**config.mk**
```make
export PLATFORM = sky130hd
export DESIGN_NAME = multi_channel_velocity_pid
export DESIGN_NICKNAME = d
export VERILOG_FILES = /design/src/rtl/mcvpid_pkg.sv /design/src/rtl/mcvpid_hist_mem.sv /design/src/rtl/mcvpid_calc.sv /design/src/rtl/multi_channel_velocity_pid.sv
export SDC_FILE = /design/constraint.sdc
export NUM_CORES = 2
export LEC_CHECK = 0
export BUFFER_PORTS_ARGS = -buffer_cell sky130_fd_sc_hd__buf_2
export CORE_MARGIN = 1
export CORE_UTILIZATION = 60
export DETAILED_ROUTE_END_ITERATION = 10
export GPL_TIMING_DRIVEN = 1
export HOLD_SLACK_MARGIN = 0.15
export MAX_ROUTING_LAYER = met4
export PLACE_DENSITY = 0.89
export SKIP_CTS_REPAIR_TIMING = 1
export SKIP_LAST_GASP = 1
export SLEW_MARGIN = 30
export SYNTH_ARGS = -nofsm -noshare
export SYNTH_HDL_FRONTEND = slang
export SYNTH_SLANG_ARGS = --single-unit
```
**constraint.sdc**
```tcl
create_clock -name clk -period 6.6 [get_ports clk]
set_input_delay 1.32 -clock clk [delete_from_list [all_inputs] [get_ports clk]]
set_output_delay 1.32 -clock clk [all_outputs]
set_load 0.03 [all_outputs]
```
**src/rtl/mcvpid_pkg.sv**
```systemverilog
// ----------------------------------------------------------------------------
// mcvpid_pkg
// Shared widths, reset values, register indexes and types of the
// multi-channel velocity PID.
// ----------------------------------------------------------------------------
package mcvpid_pkg;

	localparam int NUM_CHANNELS_DEF = 4;

	// stream field widths
	localparam int CH_W      = 2;
	localparam int SPEED_W   = 11;
	localparam int DRIVE_W   = 16;
	localparam int S_TDATA_W = 24;
	localparam int M_TDATA_W = 24;

	// datapath widths
	localparam int ERR_W    = 12;
	localparam int SUM_W    = 17;
	localparam int DIFF_W   = 13;
	localparam int GAIN_W   = 16;
	localparam int LIM_W    = 15;
	localparam int PROD_P_W = 28;
	localparam int PROD_I_W = 33;
	localparam int PROD_D_W = 29;
	localparam int RAW_W    = 32;

	// largest magnitude the stored error sum can take after clamp and add
	localparam logic signed [SUM_W-1:0] SUM_BOUND = 17'sd34814;

	// configuration port
	localparam int CFG_IDX_W  = 3;
	localparam int CFG_DATA_W = 16;

	localparam logic signed [GAIN_W-1:0] GAIN_P_RST    = 16'sd3000;
	localparam logic signed [GAIN_W-1:0] GAIN_I_RST    = 16'sd5;
	localparam logic signed [GAIN_W-1:0] GAIN_D_RST    = 16'sd20;
	localparam logic        [LIM_W-1:0]  INT_LIMIT_RST = 15'd1000;
	localparam logic        [LIM_W-1:0]  OUT_LIMIT_RST = 15'd3500;

	typedef enum logic [CFG_IDX_W-1:0] {
		CFG_GAIN_P    = 3'd0,
		CFG_GAIN_I    = 3'd1,
		CFG_GAIN_D    = 3'd2,
		CFG_INT_LIMIT = 3'd3,
		CFG_OUT_LIMIT = 3'd4
	} cfg_idx_t;

	// per-channel history word
	typedef struct packed {
		logic signed [SUM_W-1:0] sum;
		logic signed [ERR_W-1:0] perr;
	} hist_t;

	// gains and drive bound seen by the multiply stage
	typedef struct packed {
		logic signed [GAIN_W-1:0] gain_p;
		logic signed [GAIN_W-1:0] gain_i;
		logic signed [GAIN_W-1:0] gain_d;
		logic        [LIM_W-1:0]  output_limit;
	} gains_t;

endpackage

```
**src/rtl/mcvpid_hist_mem.sv**
```systemverilog
// ----------------------------------------------------------------------------
// mcvpid_hist_mem
// Per-channel history store: one write port, one read port with registered
// read data, write-first bypass and per-entry valid bits.
// ----------------------------------------------------------------------------
module mcvpid_hist_mem #(
	parameter int NUM_CHANNELS = mcvpid_pkg::NUM_CHANNELS_DEF,
	localparam int AW = (NUM_CHANNELS > 1) ? $clog2(NUM_CHANNELS) : 1
) (
	input  logic               clk,
	input  logic               arst_n,
	input  logic               rd_en,
	input  logic [AW-1:0]      rd_addr,
	output mcvpid_pkg::hist_t  rd_data,
	input  logic               wr_en,
	input  logic [AW-1:0]      wr_addr,
	input  mcvpid_pkg::hist_t  wr_data
);

	mcvpid_pkg::hist_t        mem_q [NUM_CHANNELS];
	logic [NUM_CHANNELS-1:0]  vld_q;
	mcvpid_pkg::hist_t        rd_q;
	logic                     rd_vld_q;
	logic                     bypass;

	// a read and a write of the same entry at one edge return the new word
	assign bypass = rd_en && wr_en && (rd_addr == wr_addr);

	always_ff @(posedge clk) begin
		if (wr_en) begin
			mem_q[wr_addr] <= wr_data;
		end
		if (rd_en) begin
			rd_q <= bypass ? wr_data : mem_q[rd_addr];
		end
	end

	always_ff @(posedge clk or negedge arst_n) begin
		if (!arst_n) begin
			vld_q    <= '0;
			rd_vld_q <= 1'b0;
		end else begin
			if (wr_en) begin
				vld_q[wr_addr] <= 1'b1;
			end
			if (rd_en) begin
				rd_vld_q <= vld_q[rd_addr] || bypass;
			end
		end
	end

	// an entry never written reads as zero history
	assign rd_data = rd_vld_q ? rd_q : '0;

endmodule

```
**src/rtl/mcvpid_calc.sv**
```systemverilog
// ----------------------------------------------------------------------------
// mcvpid_calc
// Registered gain products, then three-term sum and symmetric saturation.
// ----------------------------------------------------------------------------
module mcvpid_calc (
	input  logic                                     clk,
	input  logic                                     ld,
	input  logic signed [mcvpid_pkg::ERR_W-1:0]      err,
	input  logic signed [mcvpid_pkg::SUM_W-1:0]      sum,
	input  logic signed [mcvpid_pkg::DIFF_W-1:0]     diff,
	input  mcvpid_pkg::gains_t                       gains,
	output logic signed [mcvpid_pkg::DRIVE_W-1:0]    drive,
	output logic                                     saturated
);

	logic signed [mcvpid_pkg::PROD_P_W-1:0] prod_p_s3;
	logic signed [mcvpid_pkg::PROD_I_W-1:0] prod_i_s3;
	logic signed [mcvpid_pkg::PROD_D_W-1:0] prod_d_s3;
	logic        [mcvpid_pkg::LIM_W-1:0]    out_lim_s3;
	logic signed [mcvpid_pkg::RAW_W-1:0]    raw;
	logic signed [mcvpid_pkg::RAW_W-1:0]    lim_pos;
	logic signed [mcvpid_pkg::RAW_W-1:0]    lim_neg;

	always_ff @(posedge clk) begin
		if (ld) begin
			prod_p_s3  <= mcvpid_pkg::PROD_P_W'(gains.gain_p) * mcvpid_pkg::PROD_P_W'(err);
			prod_i_s3  <= mcvpid_pkg::PROD_I_W'(gains.gain_i) * mcvpid_pkg::PROD_I_W'(sum);
			prod_d_s3  <= mcvpid_pkg::PROD_D_W'(gains.gain_d) * mcvpid_pkg::PROD_D_W'(diff);
			out_lim_s3 <= gains.output_limit;
		end
	end

	always_comb begin
		raw     = mcvpid_pkg::RAW_W'(prod_p_s3) + mcvpid_pkg::RAW_W'(prod_i_s3)
			+ mcvpid_pkg::RAW_W'(prod_d_s3);
		lim_pos = $signed({{(mcvpid_pkg::RAW_W - mcvpid_pkg::LIM_W){1'b0}}, out_lim_s3});
		lim_neg = -lim_pos;
		if (raw > lim_pos) begin
			drive     = mcvpid_pkg::DRIVE_W'(lim_pos);
			saturated = 1'b1;
		end else if (raw < lim_neg) begin
			drive     = mcvpid_pkg::DRIVE_W'(lim_neg);
			saturated = 1'b1;
		end else begin
			drive     = mcvpid_pkg::DRIVE_W'(raw);
			saturated = 1'b0;
		end
	end

endmodule

```
**src/rtl/multi_channel_velocity_pid.sv**
```systemverilog
// ----------------------------------------------------------------------------
// multi_channel_velocity_pid
// Velocity PID for several motor channels sharing one set of integer gains.
// ----------------------------------------------------------------------------
// Takes one sample transaction per clock unless back-pressure stalls the pipe,
// and presents one drive transaction per sample, in order, through the history,
// operand, product and output registers. The per-channel error sum and previous
// error sit in a small synchronous store that is read when a sample is accepted
// and written back as the sample moves on to the operand registers; a
// write-first bypass covers two back-to-back samples of the same channel, so
// the read-modify-write loop sets the one-per-cycle rate. The register stages
// are: history read, clamp and accumulate into the operand registers, three
// gain multiplies, then sum and saturation into the output register.
// Each stage holds only while the stage after it is full, so bubbles close up
// under back-pressure. History entries are marked valid per channel and read
// as zero until first written, so no clearing pass runs after reset. A
// channel at or above NUM_CHANNELS leaves the history untouched and returns a
// drive of zero. Configuration writes take effect on the next cycle and are
// meant to happen only while no sample is in flight.
// ----------------------------------------------------------------------------
module multi_channel_velocity_pid #(
	parameter int NUM_CHANNELS = mcvpid_pkg::NUM_CHANNELS_DEF
) (
	input  logic                                   clk,
	input  logic                                   arst_n,
	// sample stream
	input  logic                                   s_tvalid,
	output logic                                   s_tready,
	input  logic [mcvpid_pkg::S_TDATA_W-1:0]       s_tdata,  // channel, target_speed, measured_speed
	input  logic                                   s_tuser,  // clear_history
	// drive stream
	output logic                                   m_tvalid,
	input  logic                                   m_tready,
	output logic [mcvpid_pkg::M_TDATA_W-1:0]       m_tdata,  // drive, out_channel, zero pad
	output logic                                   m_tuser,  // saturated
	// configuration
	input  logic                                   cfg_we,
	input  logic [mcvpid_pkg::CFG_IDX_W-1:0]       cfg_index,
	input  logic [mcvpid_pkg::CFG_DATA_W-1:0]      cfg_wdata
);

	localparam int AW = (NUM_CHANNELS > 1) ? $clog2(NUM_CHANNELS) : 1;

	// configuration registers
	logic signed [mcvpid_pkg::GAIN_W-1:0] gain_p_q;
	logic signed [mcvpid_pkg::GAIN_W-1:0] gain_i_q;
	logic signed [mcvpid_pkg::GAIN_W-1:0] gain_d_q;
	logic        [mcvpid_pkg::LIM_W-1:0]  int_limit_q;
	logic        [mcvpid_pkg::LIM_W-1:0]  out_limit_q;
	mcvpid_pkg::gains_t                   gains;

	// input unpack
	logic        [mcvpid_pkg::CH_W-1:0]    in_channel;
	logic signed [mcvpid_pkg::SPEED_W-1:0] in_target;
	logic signed [mcvpid_pkg::SPEED_W-1:0] in_measured;
	logic signed [mcvpid_pkg::ERR_W-1:0]   in_err;
	logic                                  in_range;
	logic                                  s_accept;

	// pipeline control
	logic v_s1, v_s2, v_s3;
	logic ld_s2, ld_s3, ld_out;
	logic free_s2, free_s3;

	// stage 1: history update
	logic        [mcvpid_pkg::CH_W-1:0]  ch_s1;
	logic                                range_s1;
	logic                                clear_s1;
	logic signed [mcvpid_pkg::ERR_W-1:0] err_s1;
	mcvpid_pkg::hist_t                   rd_hist;
	mcvpid_pkg::hist_t                   wr_hist;
	logic                                wr_en;
	logic signed [mcvpid_pkg::SUM_W-1:0] base_sum;
	logic signed [mcvpid_pkg::ERR_W-1:0] base_perr;
	logic signed [mcvpid_pkg::SUM_W-1:0] ilim_pos;
	logic signed [mcvpid_pkg::SUM_W-1:0] clamped_sum;
	logic signed [mcvpid_pkg::SUM_W-1:0] new_sum;
	logic signed [mcvpid_pkg::DIFF_W-1:0] new_diff;

	// stage 2: multiply operands
	logic        [mcvpid_pkg::CH_W-1:0]   ch_s2;
	logic                                 range_s2;
	logic signed [mcvpid_pkg::ERR_W-1:0]  err_s2;
	logic signed [mcvpid_pkg::SUM_W-1:0]  sum_s2;
	logic signed [mcvpid_pkg::DIFF_W-1:0] diff_s2;

	// stage 3: products live in the calc unit
	logic        [mcvpid_pkg::CH_W-1:0]    ch_s3;
	logic                                  range_s3;
	logic signed [mcvpid_pkg::DRIVE_W-1:0] calc_drive;
	logic                                  calc_sat;

	// output register
	logic                                  m_tvalid_q;
	logic signed [mcvpid_pkg::DRIVE_W-1:0] drive_q;
	logic        [mcvpid_pkg::CH_W-1:0]    ch_q;
	logic                                  sat_q;

	// ---------------------------------------------------------------- config
	always_ff @(posedge clk or negedge arst_n) begin
		if (!arst_n) begin
			gain_p_q    <= mcvpid_pkg::GAIN_P_RST;
			gain_i_q    <= mcvpid_pkg::GAIN_I_RST;
			gain_d_q    <= mcvpid_pkg::GAIN_D_RST;
			int_limit_q <= mcvpid_pkg::INT_LIMIT_RST;
			out_limit_q <= mcvpid_pkg::OUT_LIMIT_RST;
		end else if (cfg_we) begin
			case (mcvpid_pkg::cfg_idx_t'(cfg_index))
				mcvpid_pkg::CFG_GAIN_P:    gain_p_q    <= cfg_wdata;
				mcvpid_pkg::CFG_GAIN_I:    gain_i_q    <= cfg_wdata;
				mcvpid_pkg::CFG_GAIN_D:    gain_d_q    <= cfg_wdata;
				mcvpid_pkg::CFG_INT_LIMIT: int_limit_q <= cfg_wdata[mcvpid_pkg::LIM_W-1:0];
				mcvpid_pkg::CFG_OUT_LIMIT: out_limit_q <= cfg_wdata[mcvpid_pkg::LIM_W-1:0];
				default: ;  // unmapped index: drop
			endcase
		end
	end

	assign gains = '{gain_p: gain_p_q, gain_i: gain_i_q, gain_d: gain_d_q,
		output_limit: out_limit_q};

	// ------------------------------------------------------------ handshake
	assign ld_out   = v_s3 && (!m_tvalid_q || m_tready);
	assign free_s3  = !v_s3 || ld_out;
	assign ld_s3    = v_s2 && free_s3;
	assign free_s2  = !v_s2 || ld_s3;
	assign ld_s2    = v_s1 && free_s2;
	assign s_tready = !v_s1 || ld_s2;
	assign s_accept = s_tvalid && s_tready;

	assign in_channel  = s_tdata[1:0];
	assign in_target   = s_tdata[12:2];
	assign in_measured = s_tdata[23:13];
	assign in_err      = mcvpid_pkg::ERR_W'(in_target) - mcvpid_pkg::ERR_W'(in_measured);
	assign in_range    = int'(in_channel) < NUM_CHANNELS;

	always_ff @(posedge clk or negedge arst_n) begin
		if (!arst_n) begin
			v_s1       <= 1'b0;
			v_s2       <= 1'b0;
			v_s3       <= 1'b0;
			m_tvalid_q <= 1'b0;
		end else begin
			if (s_tready) begin
				v_s1 <= s_tvalid;
			end
			if (free_s2) begin
				v_s2 <= v_s1;
			end
			if (free_s3) begin
				v_s3 <= v_s2;
			end
			if (!m_tvalid_q || m_tready) begin
				m_tvalid_q <= v_s3;
			end
		end
	end

	// --------------------------------------------------------------- stage 1
	always_ff @(posedge clk) begin
		if (s_accept) begin
			ch_s1    <= in_channel;
			range_s1 <= in_range;
			clear_s1 <= s_tuser;
			err_s1   <= in_err;
		end
	end

	mcvpid_hist_mem #(
		.NUM_CHANNELS(NUM_CHANNELS)
	) u_hist_mem (
		.clk     (clk),
		.arst_n  (arst_n),
		.rd_en   (s_accept && in_range),
		.rd_addr (AW'(in_channel)),
		.rd_data (rd_hist),
		.wr_en   (wr_en),
		.wr_addr (AW'(ch_s1)),
		.wr_data (wr_hist)
	);

	always_comb begin
		base_sum  = clear_s1 ? '0 : rd_hist.sum;
		base_perr = clear_s1 ? '0 : rd_hist.perr;
		ilim_pos  = $signed({{(mcvpid_pkg::SUM_W - mcvpid_pkg::LIM_W){1'b0}}, int_limit_q});
		if (base_sum > ilim_pos) begin
			clamped_sum = ilim_pos;
		end else if (base_sum < -ilim_pos) begin
			clamped_sum = -ilim_pos;
		end else begin
			clamped_sum = base_sum;
		end
		new_sum  = clamped_sum + mcvpid_pkg::SUM_W'(err_s1);
		new_diff = mcvpid_pkg::DIFF_W'(err_s1) - mcvpid_pkg::DIFF_W'(base_perr);
	end

	// write back as the sample leaves stage 1
	assign wr_en   = ld_s2 && range_s1;
	assign wr_hist = '{sum: new_sum, perr: err_s1};

	// --------------------------------------------------------------- stage 2
	always_ff @(posedge clk) begin
		if (ld_s2) begin
			ch_s2    <= ch_s1;
			range_s2 <= range_s1;
			err_s2   <= err_s1;
			sum_s2   <= new_sum;
			diff_s2  <= new_diff;
		end
	end

	// ---------------------------------------------------------- stages 3, 4
	always_ff @(posedge clk) begin
		if (ld_s3) begin
			ch_s3    <= ch_s2;
			range_s3 <= range_s2;
		end
	end

	mcvpid_calc u_calc (
		.clk       (clk),
		.ld        (ld_s3),
		.err       (err_s2),
		.sum       (sum_s2),
		.diff      (diff_s2),
		.gains     (gains),
		.drive     (calc_drive),
		.saturated (calc_sat)
	);

	always_ff @(posedge clk) begin
		if (ld_out) begin
			ch_q    <= ch_s3;
			drive_q <= range_s3 ? calc_drive : '0;
			sat_q   <= range_s3 && calc_sat;
		end
	end

	assign m_tvalid = m_tvalid_q;
	assign m_tdata  = {{(mcvpid_pkg::M_TDATA_W - mcvpid_pkg::DRIVE_W - mcvpid_pkg::CH_W){1'b0}},
		ch_q, drive_q};
	assign m_tuser  = sat_q;

	// ------------------------------------------------------------ assertions
	a_wr_in_range: assert property (@(posedge clk) disable iff (!arst_n)
		wr_en |-> (v_s1 && (int'(ch_s1) < NUM_CHANNELS)))
		else $error("history write for an empty stage or an unmapped channel");

	a_sum_bound: assert property (@(posedge clk) disable iff (!arst_n)
		wr_en |-> ((wr_hist.sum <= mcvpid_pkg::SUM_BOUND)
			&& (wr_hist.sum >= -mcvpid_pkg::SUM_BOUND)))
		else $error("stored error sum outside its clamp bound");

	a_unmapped_zero: assert property (@(posedge clk) disable iff (!arst_n)
		(m_tvalid && !(int'(ch_q) < NUM_CHANNELS)) |-> ((drive_q == '0) && !sat_q))
		else $error("unmapped channel returned a nonzero drive");

	a_no_overrun: assert property (@(posedge clk) disable iff (!arst_n)
		(v_s3 && m_tvalid_q && !m_tready) |=> v_s3)
		else $error("stage 3 result lost under back-pressure");

endmodule
```
* Word-level counts from Yosys, hierarchy flattened
Memory sizes are Yosys's and may differ from the RTL's. A register that Yosys moved wholly into a read port is not among the register bits.
Cells that the tools add are included.
** Cells by class
- Add/subtract/negate cells :: 7
- Multiply operators :: 3
- $lt $le $gt $ge :: 7
- Eq/ne operators :: 5
- Muxes and demuxes :: 14
- Bitwise operators :: 1
- Reduce and logical (&&, ||, !) cells :: 22
** Operators by type and width (count)
- 17-bit two-way mux :: 3
- 28-bit by 32-bit adder with 32-bit output :: 1
- 32-bit by 29-bit adder with 32-bit output :: 1
- 32-bit by 16-bit > comparator with 1-bit output :: 1
- 32-bit < comparator :: 1
- 16-bit by 17-bit multiplier with 32-bit output :: 1
- 15-bit negator with 32-bit output :: 1
- 16-bit by 13-bit multiplier with 29-bit output :: 1
- 29-bit two-way mux :: 1
- 16-bit by 12-bit multiplier with 28-bit output :: 1
- 17-bit by 12-bit adder with 17-bit output :: 1
- 17-bit by 16-bit > comparator with 1-bit output :: 1
- 17-bit < comparator :: 1
- 15-bit negator with 17-bit output :: 1
- 16-bit two-way mux :: 1
- 15-bit two-way mux :: 1
- 12-bit by 12-bit subtractor with 13-bit output :: 1
- 12-bit two-way mux :: 1
- 11-bit by 11-bit subtractor with 12-bit output :: 1
- 2-bit AND reduction :: 5
- 1-bit logical AND :: 7
- 3-bit by 2-bit equality test with 1-bit output (second input constant) :: 2
- 2-bit by 3-bit < comparator with 1-bit output (second input constant) :: 2
- 1-bit logical OR :: 5
- other kinds (10) :: 17
** Storage, ports and cells
- Register bits after elaboration :: 271
- Memory bits (writable) :: 116
- Bits of input ports :: 49
- Output and inout port bits :: 27
- Logic and storage cells :: 87
- Memories :: 1
** Memory list
- u_hist_mem.mem_q :: depth 4, bits a word 29, read ports 1, clocked after memory_dff 1, wr ports 1, line mcvpid_hist_mem.sv:20 : mcvpid_pkg::hist_t mem_q [NUM_CHANNELS];

* Depth between registers and ports, before layout
- Word-level depth :: 12
- Gate-level depth with buffers :: 32
- Depth with buffers taken out :: 29

* Modules after synthesis
A second synthesis with hierarchy kept.
** Second synthesis, totals
- Cell total of the unflattened synthesis :: 4310
- Area total of the unflattened synthesis :: 46433.3 um^2
** By module, submodules not included
- mcvpid_calc :: times used 1, cells each 3313, area each 31626.6 um^2
- multi_channel_velocity_pid :: times used 1, cells each 731, area each 8822.2 um^2
- mcvpid_hist_mem :: times used 1, cells each 266, area each 5984.5 um^2

* Worst setup path before layout
No wires, ideal clock.
- Kind :: register to register
- Start :: reg int_limit_q[1] (netlist name)
- End :: reg u_hist_mem.rd_q[28] (netlist name)
- Arrival :: 6.867 ns
- Data required time :: 6.340 ns
- Setup slack :: -0.526 ns
- Stages on the path, launching flop included :: 33
- Cell sequence :: dfrtp_1 -> inv_1 -> ha_1 -> or3b_4 -> or3_4 -> or3_1 -> buf_2 -> or3_4 -> or3_1 -> buf_6 -> xnor2_1 -> ha_1 -> or2_2 -> a31oi_1 -> a21oi_1 -> o22ai_1 -> clkbuf_1 -> clkbuf_1 -> o21ai_0 -> o31ai_1 -> ha_1 -> inv_1 -> fa_1 -> nor2b_1 -> o21ai_0 -> a21oi_1 -> o41a_1 -> a21oi_1 -> a21o_1 -> o211a_1 -> o21ai_0 -> xnor2_1 -> mux2_2

==> results.env <==
RUN_STATUS='finished, final reports clean'
SEQ_AREA_FRAC_SYNTH=0.262
DIE_HEIGHT_UM=279
GRT_REMAINING_OVERFLOW=0
TIMING.FMAX_MHz=152
DIE_W_UM=279
HTREE_NUM_LEVELS=2
POSTLAYOUTCELLAREA_UM2=50500
FINALNETCOUNT=5629
CLK_TREE_ROOT_CELL='sky130_fd_sc_hd__clkbuf_16'
AREA_CONTRIBUTORS_POST_SYNTH='sky130_fd_sc_hd__fa_1, sky130_fd_sc_hd__edfxtp_1, sky130_fd_sc_hd__ha_1'
GR-USAGE-ALL-LAYERS=0.312
TRITONCTS='yes'
SYNTH.TOP_CELL.AREA_SHARE=0.294
COUNT_OF_FLIP_FLOPS_WITH_A_BUILT_IN_ENABLE_AFTER_SYNTHESIS=329
TIMING.SLEW.HEADROOM=0.410
PLACEMENT.CELL_AREA_UM2=48600
CLK_PIN_SLEW_PS=60
DETAILROUTE.VIA_COUNT=32400
FINAL_MAX_TRAN_VIOLS=0
SYNTHESIS.AREA_UM2=46100
CORE.ROWCOUNT=101
IO_PINS=76
WORST_EP_REQUIRED_TIME_PS=6940
SETUP.WORST_PATH.START_CLASS='flop'
PORTBUFFERS=69
DRT_PASS1_ITERATIONS=6
SYN_AVG_CELL_AREA_UM2=10.5
ASYNC_RESET_FF_FRAC=0.209
LAYOUT_COMMON_CELLS='sky130_fd_sc_hd__inv_1, sky130_fd_sc_hd__fa_1, sky130_fd_sc_hd__nand2_1, sky130_fd_sc_hd__ha_1, sky130_fd_sc_hd__edfxtp_1'
CTS-BUFFERS-INSERTED=44
PATH_MAX_FANOUT=4
INITIALDRTVIOLATIONCOUNT=2867
PLACE_CONGESTION=1.02
POST_DRT_ANTENNA_NETS=0
CRIT_ARRIVAL_PS=6910
ROUTED_VIA_DENSITY=5.76
CAPTURING_ELEMENT_TYPE_OF_THE_CRITICAL_PATH='flop'
INITIAL_ANTENNA_VIOLATION_COUNT=8
POST_SYNTH_TOP_FLOP='sky130_fd_sc_hd__edfxtp_1'
PIN_COUNT_OF_THE_BIGGEST_NET_ENTERING_GLOBAL_ROUTING=57
FLOORPLAN.INITIALDENSITY=0.607
POST_SYNTHESIS_CELL_TYPE_COUNT=80
CTS_MAX_PATH_BUFFERS=3
DP.FINAL_HPWL_UM=90600
SYNTH_WARNINGS=0
DRC=0
FINALHOLDVIOLATIONS=0
MAXCAPVIOLATIONS=0
TIMING.FINAL.SETUP_VIOLATIONS=0
LAYOUT_CELLS_SIZED_ABOVE_1=0.125
FIN_CRIT_PS=6570
LAYOUT-AREA-OVERHEAD-VS-SYNTH_PCT=9.42
COMMONEST_NON_FILL_NON_TAP_CELL_IN_THE_LAYOUT='sky130_fd_sc_hd__inv_1'
CLKLATENCYLATEPIN_PS=610
MIN_PATH_TYPE='flop to flop'
POSTSYNTHCELLCOUNT=4383
ROUTEDWLPERCELL_UM=20.2
TIMING_WORST_SLEW_PIN_VALUE_PS=884
SLOWEST_DELAY_PS=430
YS_FF_LATCH=416
GRT_PASS1_VIAS=34400
FLOORPLAN.DIE_AREA_UM2=78000
CRITICALPATHCATEGORY='flop to flop'
TIMING.HOLD.WS_PS=421
WORST_CLOCK_SKEW_PS=48.3
CP_SLOWEST_CELL='sky130_fd_sc_hd__or3_4'
GRT_FIRST_PASS_WIRELENGTH_UM=183000
RSZ0062_AT_GRT='yes'
FP.COREAREA_UM2=75900
MIN_PERIOD_OVER_PERIOD=0.996
WIRELENGTH_UM=114000
CLKSINKCOUNT=416
NETLIST.TOP_CELL.BY_AREA='sky130_fd_sc_hd__fa_1'
layout make-up:
class | instances | area [um2]
Antenna cell | 13 | 32.5
Clock buffer | 52 | 1160
Clock inverter | 29 | 310
Fill cell | 5322 | 25500
Inverter | 810 | 3040
Multi-Input combinational cell | 3003 | 30600
Sequential cell | 416 | 12100
Tap cell | 1030 | 1290
Timing Repair Buffer | 264 | 1890
critical path: cells and delay by family, from the launching register on:
kind                       cells  cell delay [ps]
AOI/OAI and AO/OA             15             2620
and+or+nand+nor                5             1500
xor gates and xnor gates       2              230
muxes                          1              260
buffers and inverters          3              290
DFF                            1              400
adders and majority gates      4              990
synthesized netlist by cell type, types with 16 or more instances:
| library cell | instances |
|---|---|
| sky130_fd_sc_hd__xor2_1 | 32 |
| sky130_fd_sc_hd__inv_1 | 809 |
| sky130_fd_sc_hd__edfxtp_1 | 329 |
| sky130_fd_sc_hd__nand2_1 | 470 |
| sky130_fd_sc_hd__a21boi_0 | 18 |
| sky130_fd_sc_hd__mux2i_1 | 21 |
| sky130_fd_sc_hd__nor2_1 | 170 |
| sky130_fd_sc_hd__and2_1 | 284 |
| sky130_fd_sc_hd__dfstp_2 | 24 |
| sky130_fd_sc_hd__clkbuf_1 | 143 |
| sky130_fd_sc_hd__mux4_2 | 30 |
| sky130_fd_sc_hd__nand4_1 | 22 |
| sky130_fd_sc_hd__mux2_2 | 105 |
| sky130_fd_sc_hd__or3_1 | 16 |
| sky130_fd_sc_hd__a21o_1 | 49 |
| sky130_fd_sc_hd__nand2b_1 | 35 |
| sky130_fd_sc_hd__xnor2_1 | 127 |
| sky130_fd_sc_hd__a21oi_1 | 132 |
| sky130_fd_sc_hd__nor4_1 | 18 |
| sky130_fd_sc_hd__o21ai_0 | 83 |
| sky130_fd_sc_hd__nor2b_1 | 24 |
| sky130_fd_sc_hd__o21a_1 | 27 |
| sky130_fd_sc_hd__nand3_1 | 36 |
| sky130_fd_sc_hd__fa_1 | 678 |
| sky130_fd_sc_hd__dfrtp_1 | 63 |
| sky130_fd_sc_hd__a211oi_1 | 26 |
| sky130_fd_sc_hd__ha_1 | 363 |
| sky130_fd_sc_hd__nor3_1 | 46 |
worst paths after layout:
check / from / end / slack [ps] / cells after the start
setup / recovery: int_limit_q[1]$_DFFE_PN0P_ / u_hist_mem.rd_q[28]$_DFFE_PP_ / 30 / 30
hold / removal: ch_s2[1]$_DFFE_PP_ / ch_s3[1]$_DFFE_PP_ / 420 / 0
setup reg to reg: int_limit_q[1]$_DFFE_PN0P_ / u_hist_mem.rd_q[28]$_DFFE_PP_ / 30 / 30
hold reg to reg: ch_s2[1]$_DFFE_PP_ / ch_s3[1]$_DFFE_PP_ / 420 / 0
max in group asynchronous: arst_n / gain_d_q[7]$_DFFE_PN0P_ / 4530 / 2
min in group asynchronous: arst_n / u_hist_mem.vld_q[3]$_DFFE_PN0P_ / 700 / 1
sequential cells by signal, summed over array words and instances (netlist names), 16 cells and up:
name and count:
drive_q 16, gain_p_q 16, sum_s2 17, u_calc.prod_d_s3 29
gain_i_q 16, u_hist_mem.rd_q 29, u_calc.prod_i_s3 32, u_calc.prod_p_s3 28
u_hist_mem.mem_q 116, gain_d_q 16
cells by family after synthesis:
group	Yosys count	share of synthesized area
AO/OA/AOI/OAI	463	0.0659
XOR/XNOR	160	0.0305
adder cells (fa/ha/maj)	1041	0.393
buffers and inverters	969	0.0798
flip-flops	416	0.262
multiplexers	157	0.0451
other	1	0.0000813
AND/OR/NAND/NOR	1176	0.124
metal layers:
metal	track usage	share of wire	up-vias
met5	-	0	-
met4	0.132	0.047	0
met3	0.0659	0.086	287
met2	0.498	0.48	1289
met1	0.387	0.39	16400
li1	-	-	14400
metrics by stage:
stage | utilization | cells | setup TNS (ps) | setup WS [ps]
after floorplan | - | 4388 | -17.1 | -17.1
after global placement | 0.639 | 5495 | 0 | 2.82
after detailed placement | 0.639 | 5495 | -656 | -137
after CTS | 0.659 | 5576 | -2600 | -233
after global routing | 0.664 | 5614 | -1600 | -220
final | 0.664 | 5617 | 0 | 28.3
Power is not shown: default switching activity piles up to over one toggle a cycle in this logic, so the estimate is an artifact.
